`src/rtl/core/ltt_pkg.sv`:
```
package ltt_pkg;

  // table geometry
  localparam int unsigned INDEX_BITS = 12;
  localparam int unsigned SLOT_COUNT = 1 << INDEX_BITS;
  localparam int unsigned WORD_BITS  = 64;

  // empty slot: depth -1, score 0, bound 0, move -1, check equal to data
  localparam logic [WORD_BITS-1:0] EMPTY_WORD = 64'hFF00_FFFF_0000_0000;

  typedef logic [INDEX_BITS-1:0] idx_t;
  typedef logic [WORD_BITS-1:0]  word_t;

  typedef enum logic [1:0] {
    FN_PROBE = 2'd0,
    FN_STORE = 2'd1,
    FN_CLEAR = 2'd2
  } func_e;

  typedef enum logic [1:0] {
    ST_WALK,
    ST_IDLE,
    ST_EXEC
  } state_e;

  // request word held for the slot update
  typedef struct packed {
    logic [1:0]         func;
    logic [63:0]        key;
    logic signed [15:0] depth;
    logic signed [31:0] score;
    logic [1:0]         bound;
    logic signed [7:0]  best_move;
  } req_t;

  // status from datapath to sequencer
  typedef struct packed {
    logic       req_fire;
    logic [1:0] req_func;
    logic [1:0] exec_func;
    logic       rsp_stall;
  } stat_t;

  // controls from sequencer to datapath
  typedef struct packed {
    logic req_ready;
    logic exec;
    logic walk;
    idx_t walk_idx;
  } ctrl_t;

endpackage

```
`src/rtl/core/ltt_ctrl.sv`:
```
module ltt_ctrl (
  input  logic           clk_i,
  input  logic           rst_ni,
  input  ltt_pkg::stat_t stat_i,
  output ltt_pkg::ctrl_t ctrl_o
);
  import ltt_pkg::*;

  state_e state_q, state_d;
  idx_t   walk_q, walk_d;
  logic   walk_last;

  assign walk_last = (walk_q == {INDEX_BITS{1'b1}});

  // next state
  always_comb begin
    state_d = state_q;
    unique case (state_q)
      ST_WALK: begin
        if (walk_last) state_d = ST_IDLE;
      end
      ST_IDLE: begin
        if (stat_i.req_fire) begin
          case (stat_i.req_func)
            FN_PROBE, FN_STORE: state_d = ST_EXEC;
            FN_CLEAR:           state_d = ST_WALK;
            default:            state_d = ST_IDLE;
          endcase
        end
      end
      ST_EXEC: begin
        if (!(stat_i.exec_func == FN_PROBE && stat_i.rsp_stall)) state_d = ST_IDLE;
      end
      default: state_d = ST_WALK;
    endcase
  end

  // advance the sweep index; it wraps back to zero at the end of a sweep
  assign walk_d = (state_q == ST_WALK) ? walk_q + idx_t'(1) : walk_q;

  always_ff @(posedge clk_i or negedge rst_ni) begin
    if (!rst_ni) begin
      state_q <= ST_WALK;
      walk_q  <= '0;
    end else begin
      state_q <= state_d;
      walk_q  <= walk_d;
    end
  end

  // outputs
  always_comb begin
    ctrl_o           = '0;
    ctrl_o.walk_idx  = walk_q;
    unique case (state_q)
      ST_WALK: ctrl_o.walk      = 1'b1;
      ST_IDLE: ctrl_o.req_ready = 1'b1;
      ST_EXEC: ctrl_o.exec      = 1'b1;
      default: ctrl_o.walk      = 1'b1;
    endcase
  end

endmodule

```
`config.mk`:
```
export PLATFORM = sky130hd
export DESIGN_NAME = ltt_ctrl
export DESIGN_NICKNAME = d
export VERILOG_FILES = /design/src/rtl/core/ltt_pkg.sv /design/src/rtl/core/ltt_ctrl.sv
export SDC_FILE = /design/constraint.sdc
export NUM_CORES = 1
export LEC_CHECK = 0
export BUFFER_PORTS_ARGS = -buffer_cell sky130_fd_sc_hd__buf_2
export CORE_ASPECT_RATIO = 1.5
export CORE_MARGIN = 2
export CORE_UTILIZATION = 24
export DETAILED_ROUTE_END_ITERATION = 8
export PLACE_DENSITY = 0.5
export SLEW_MARGIN = 30
export SYNTH_ARGS = -nofsm -noshare
export SYNTH_HDL_FRONTEND = slang
export SYNTH_SLANG_ARGS = --single-unit
```
`constraint.sdc`:
```
create_clock -name clk_i -period 2.5 [get_ports clk_i]
set_input_delay 0.5 -clock clk_i [delete_from_list [all_inputs] [get_ports clk_i]]
set_output_delay 0.5 -clock clk_i [all_outputs]
set_load 0.05 [all_outputs]
```
==> impl_metrics.json, run 1 <==
{
  "status": "complete, no violations",
  "die_h_um": 70.6,
  "r2r_start": "state_q[1]",
  "finalPower_w": 0.00127,
  "cp_data_arrival_time_ps": 1300,
  "drcViolationCount": 0,
  "synthesis.nets": 80,
  "power.density_mw_per_mm2": 1400,
  "yosysUniqueCellTypes": 18,
  "ys_seq_area_frac": 0.494,
  "ys_warn_count": 0,
  "grt_pass1_wl_um": 2670,
  "synth_area_um2": 709,
  "syn_inst": 67,
  "hold_viol": 0,
  "wl_um": 1540,
  "num_io_pins": 23,
  "antenna_cells": 0,
  "via_count": 570,
  "fp.coreArea_mm2": 0.00285,
  "p_int_w": 0.000619,
  "hpwl_um": 1250,
  "antenna_left": 0,
  "routabilityCongestion": 0.832,
  "critPathMaxFanout": 4,
  "switching_power_w": 0.000649,
  "drv_cap": 0,
  "dieWidth_um": 48.4,
  "insertion_delay_ps": 240,
  "design_area_um2": 906,
  "maxClockFrequency_mhz": 555,
  "clkPwrFrac": 0.139,
  "grt_antenna_before_repair": 0,
  "swShare": 0.512,
  "drtIter0Drc": 6,
  "avgSynthCellArea_um2": 10.6,
  "dieArea_mm2": 0.00342,
  "grt_max_degree": 15,
  "final_common_cell": "buf_2",
  "viasPerCell": 4.38,
  "synthTopCellsByArea": "dfrtp_1, xnor2_1, ha_1",
  "firstDrtPassIters": 4,
  "slew_headroom": 0.792,
  "synth_top_area_share": 0.494,
  "start_util": 0.249,
  "clk_pin_slew_ps": 50,
  "cts_buffer_depth": 2,
  "global_route.overflow_total": 0,
  "layout_common_cells": "buf_2, dfrtp_1, xnor2_1",
  "p_leak_nw": 0.454,
  "finalCritPeriodShare": 0.721,
  "period_minus_slack_ps": 1800,
  "cp-end-kind": "primary output",
  "grt_pass1_vias": 615,
  "setup.worst_path.class": "reg -> out",
  "combPwrFrac": 0.553,
  "cp.required_ps": 2000,
  "cts_tree": "yes",
  "p_seq_frac": 0.307,
  "portBuffers": 22,
  "fp-row-count": 24,
  "cts.htree.levels": 1,
  "placed_area_um2": 865,
  "cts.hold.buffers_added": 0,
  "finalSetupViolations": 0,
  "vdd_drop_max_v": 0.000742,
  "cts_root_buf": "clkbuf_8",
  "rsz0062_at_grt": "false",
  "synth_largest_area_cell": "dfrtp_1",
  "finalNetCount": 106,
  "setup-tns-final_ps": 0,
  "cts.repair.resized": 0,
  "postCtsSetupBuffers": 0,
  "clock_sinks": 14,
  "wire_per_inst_um": 11.9,
  "drv_slew": 0,
  "track_usage": 0.103,
  "hold_class": "in -> async",
  "critPathLaunch": "state_q[0]",
  "synth-seq-cells": 14,
  "tightestPinTransition_ps": 308,
  "area_delta_synth_final_pct": 27.7,
  "finClkSkew_ps": 2.39,
  "drive_gt1_frac": 0.297,
  "numCtsBuffers": 3,
  "postLayoutCoreUtil": 0.318,
  "critPathLaunchType": "flip-flop"
}
## layout make-up
class / instances / area, µm²
clock buffers: 3 / 41.3
flip-flops and latches: 14 / 350
multi-input cells: 46 / 333
repair buffers: 22 / 110
fillers: 301 / 1950
inverters: 6 / 22.5
well taps: 39 / 48.8
## cells by family (layout without fill, tap and decap cells)
logic type	after synthesis	count (layout)	synth area share
AO/OA/AOI/OAI	3	3	0.0370
XOR/XNOR	11	11	0.136
adder cells (fa/ha/maj)	5	5	0.0882
buffers and inverters	7	31	0.0370
flip-flops	14	14	0.494
multiplexers	3	3	0.0511
AND/OR/NAND/NOR	24	24	0.157
## routing by layer
layer	wire (µm)	share of wire	vias up	GRT usage
met5	0	0	-	0
met4	57	0.037	0	0.0889
met3	77	0.050	6	0.0232
met2	787	0.51	20	0.181
met1	619	0.40	270	0.103
li1	-	-	274	-
## Yosys cell counts (all sizes together)
| cell | count |
|---|---|
| a311oi | 1 |
| a32oi | 1 |
| and3 | 1 |
| clkbuf | 1 |
| dfrtp | 14 |
| ha | 5 |
| inv | 6 |
| mux2 | 2 |
| mux2i | 1 |
| nand2 | 6 |
| nand3 | 6 |
| nand4 | 4 |
| nor2 | 6 |
| nor3 | 1 |
| o41ai | 1 |
| xnor2 | 9 |
| xor2 | 2 |
## registers in the layout, indices dropped and copies added (netlist names)
signal   flops
state_q      2
walk_q      12
## worst paths after layout
path / endpoint / slack, ps / depth (start not counted)
worst max-delay path: ctrl_o[12] / 700 / 4
worst max register to register: walk_q[11] / 880 / 6
worst min register to register: walk_q[11] / 490 / 1
worst min-delay path: walk_q[11] / 150 / 1
min in group clk_i: walk_q[11] / 490 / 1
max in group asynchronous: walk_q[0] / 2110 / 1
## metrics by stage
stage	hold WS [ps]	std cells	setup WS, ps
2_1_floorplan	204	67	720
6_report	152	130	698
4_1_cts	158	130	699
3_3_place_gp	411	127	901
5_1_grt	166	130	658
3_5_place_dp	417	127	885
## power groups by stage
stage                     registers, W  clock network [W]  logic, W
after floorplan               0.000558                  0  0.000383
after global placement        0.000389                  0  0.000696
after detailed placement      0.000393                  0  0.000706
after CTS                     0.000389           0.000185  0.000710
after global routing          0.000401           0.000198  0.000752
final                         0.000389           0.000177  0.000702
## critical path: stages (launching register included)
cell     delay (ps)
dfrtp_1         400
inv_1            80
ha_1            290
inv_1            50
buf_2           250
No activity file was read; power rests on OpenSTA's default activity.
==> run 2: changes to the inputs <==
- ABC_AREA: default -> 1
- PLACE_DENSITY: 0.5 -> 0.49
- clock period: 2.5 -> 1.8 ns (I/O delays scaled with it)
==> run 2 against run 1 <==
Net effect:
- flip-flop and latch count did not move
- global-route usage fell by 0.75 points
- clock skew fell by 0.86 ps
- sequential share of layout area fell by 3.5 points
- die area rose by 10%
- clock power rose by 77%
- final cell count rose by 18%
- sequential power fell by 19%
- synthesized cell count rose by 33%
- non-clock buffer count did not move
- final area rose by 9.8%
- power fell by 49%
- critical path type unchanged
==> impl_metrics.json, run 2 <==
{
  "regMostFlops": "walk_q",
  "critPathLaunchType": "flip-flop",
  "cts.htree.levels": 1,
  "num_io_pins": 23,
  "finalCritPeriodShare": 0.930,
  "wire_per_inst_um": 10.3,
  "finClkSkew_ps": 1.53,
  "synth_ff_type": "dfrtp_1",
  "yosysUniqueCellTypes": 20,
  "tightestPinTransition_ps": 380,
  "synthesis.nets": 102,
  "reg_top3": "walk_q: 12 flops, state_q: 2 flops",
  "setup-tns-final_ps": 0,
  "p_leak_nw": 0.501,
  "drive_gt1_frac": 0.298,
  "avgSynthCellArea_um2": 8.84,
  "numCtsBuffers": 3,
  "cts_tree": "yes",
  "clk_pin_slew_ps": 60,
  "rsz0062_at_grt": "false",
  "grt_antenna_before_repair": 0,
  "insertion_delay_ps": 250,
  "cp-end-kind": "primary output",
  "layout_common_cells": "buf_2, nand2_1, dfrtp_1",
  "cts.hold.buffers_added": 0,
  "antenna_cells": 0,
  "wl_um": 1580,
  "cp.required_ps": 1440,
  "drv_slew": 0,
  "slew_headroom": 0.747,
  "regArea_um2": 350,
  "worstReg2RegEnd": "walk_q[6]",
  "r2r_cells": 6,
  "power.density_mw_per_mm2": 645,
  "final_common_cell": "buf_2",
  "setup.worst_path.class": "reg -> out",
  "antenna_left": 0,
  "drcViolationCount": 0,
  "finalNetCount": 128,
  "synth_common_cells": "nand2_1, dfrtp_1, nor2_1",
  "grt_pass1_wl_um": 2710,
  "track_usage": 0.0959,
  "hold_viol": 0,
  "hold_class": "in -> async",
  "postSynth.asyncResetShare": 1.00,
  "largest_register_ffs": 12,
  "fp.coreArea_mm2": 0.00313,
  "r2r_slack_ps": 280,
  "clock_sinks": 14,
  "vdd_drop_max_v": 0.000318,
  "multi_input_area_um2": 392,
  "postCtsSetupBuffers": 0,
  "r2r_start": "state_q[0]",
  "routabilityCongestion": 0.720,
  "synth_largest_area_cell": "dfrtp_1",
  "hpwl_um": 1270,
  "start_util": 0.252,
  "syn_inst": 89,
  "finalSetupViolations": 0,
  "ys_seq_area_frac": 0.445,
  "cts.repair.resized": 0,
  "synth-edff-count": 0,
  "firstDrtPassIters": 3,
  "synthTopCellsByArea": "dfrtp_1, nand2_1, ha_1",
  "grt_max_degree": 15,
  "global_route.overflow_total": 0,
  "status": "complete, no violations",
  "synth_top_area_share": 0.445,
  "fp-row-count": 25,
  "via_count": 644,
  "drtIter0Drc": 5,
  "die_h_um": 74.1,
  "area_delta_synth_final_pct": 26.4,
  "synth-seq-cells": 14,
  "yosysMostFrequentCell": "nand2_1",
  "dieWidth_um": 50.8,
  "cts_root_buf": "clkbuf_8",
  "period_minus_slack_ps": 1670,
  "grt_pass1_vias": 648,
  "dieArea_mm2": 0.00376,
  "cp_data_arrival_time_ps": 1310,
  "synth_area_um2": 787,
  "ys_warn_count": 0,
  "cts_buffer_depth": 2,
  "portBuffers": 22,
  "drv_cap": 0,
  "maxClockFrequency_mhz": 597,
  "finalPower_w": 0.000642,
  "fillCellCount": 348,
  "critPathMaxFanout": 4,
  "viasPerCell": 4.18
}
run 2: cell count changes after synthesis, moves of 4 or more:
| cell | change |
|---|---|
| nand2_1 | +11 |
| nor2_1 | +5 |
| inv_1 | +4 |
| xnor2_1 | -4 |
run 2: cell type report:
type / instances / area share
clock buffers: 4 / 0.0553
inverters: 10 / 0.0377
multi-input cells: 64 / 0.394
flip-flops and latches: 14 / 0.352
well taps: 40 / 0.0503
repair buffers: 22 / 0.111
run 2: kinds of logic after synthesis:
kind of cell               Yosys count  share of synthesized area
AOI/OAI and AO/OA                    2                     0.0143
and+or+nand+nor                     47                      0.289
adders and majority gates            5                     0.0795
DFF                                 14                      0.445
buffers and inverters               11                     0.0572
muxes                                1                     0.0143
xor gates and xnor gates             9                      0.100
run 2: worst max-delay path by stage:
stage / startpoint / endpoint / slack [ps] / cells past startpoint
5_1_grt: state_q[0] / ctrl_o[12] / 50 / 4
3_5_place_dp: state_q[0] / walk_q[6] / 260 / 6
4_1_cts: state_q[0] / ctrl_o[12] / 100 / 4
3_3_place_gp: state_q[1] / walk_q[10] / 300 / 6
2_1_floorplan: walk_q[0] / state_q[0] / 190 / 8
6_report: state_q[0] / ctrl_o[12] / 130 / 4
run 2: layer usage:
metal	vias to the layer above	global-route usage	routed length, µm
li1	330	-	-
met1	291	0.103	669
met2	19	0.178	805
met3	4	0.0201	82
met4	0	0.0420	21
met5	-	0	0
run 2: stage by stage:
step	setup WS (ps)	hold WS, ps	instances	util	area (µm²)
final	126	2.91	154	0.318	995
after global routing	49.8	31.5	154	0.318	995
after CTS	103	15.7	154	0.318	995
after detailed placement	261	280	150	0.300	940
after global placement	302	281	150	0.300	940
after floorplan	193	64.4	89	-	787
run 2: report_power, final:
| group | internal (W) | switching [W] | leakage, nW |
|---|---|---|---|
| Sequential | 0.000315 | 0 | 0.181 |
| Combinational | 0.00000562 | 0.00000828 | 0.291 |
| Clock | 0.000194 | 0.000119 | 0.0288 |
| Total | 0.000514 | 0.000128 | 0.501 |
run 2: worst max-delay path, cell delays in order, from the launching register on:
cell and delay [ps]:
dfrtp_1 390, inv_1 80, ha_1 290, inv_1 50
buf_2 250
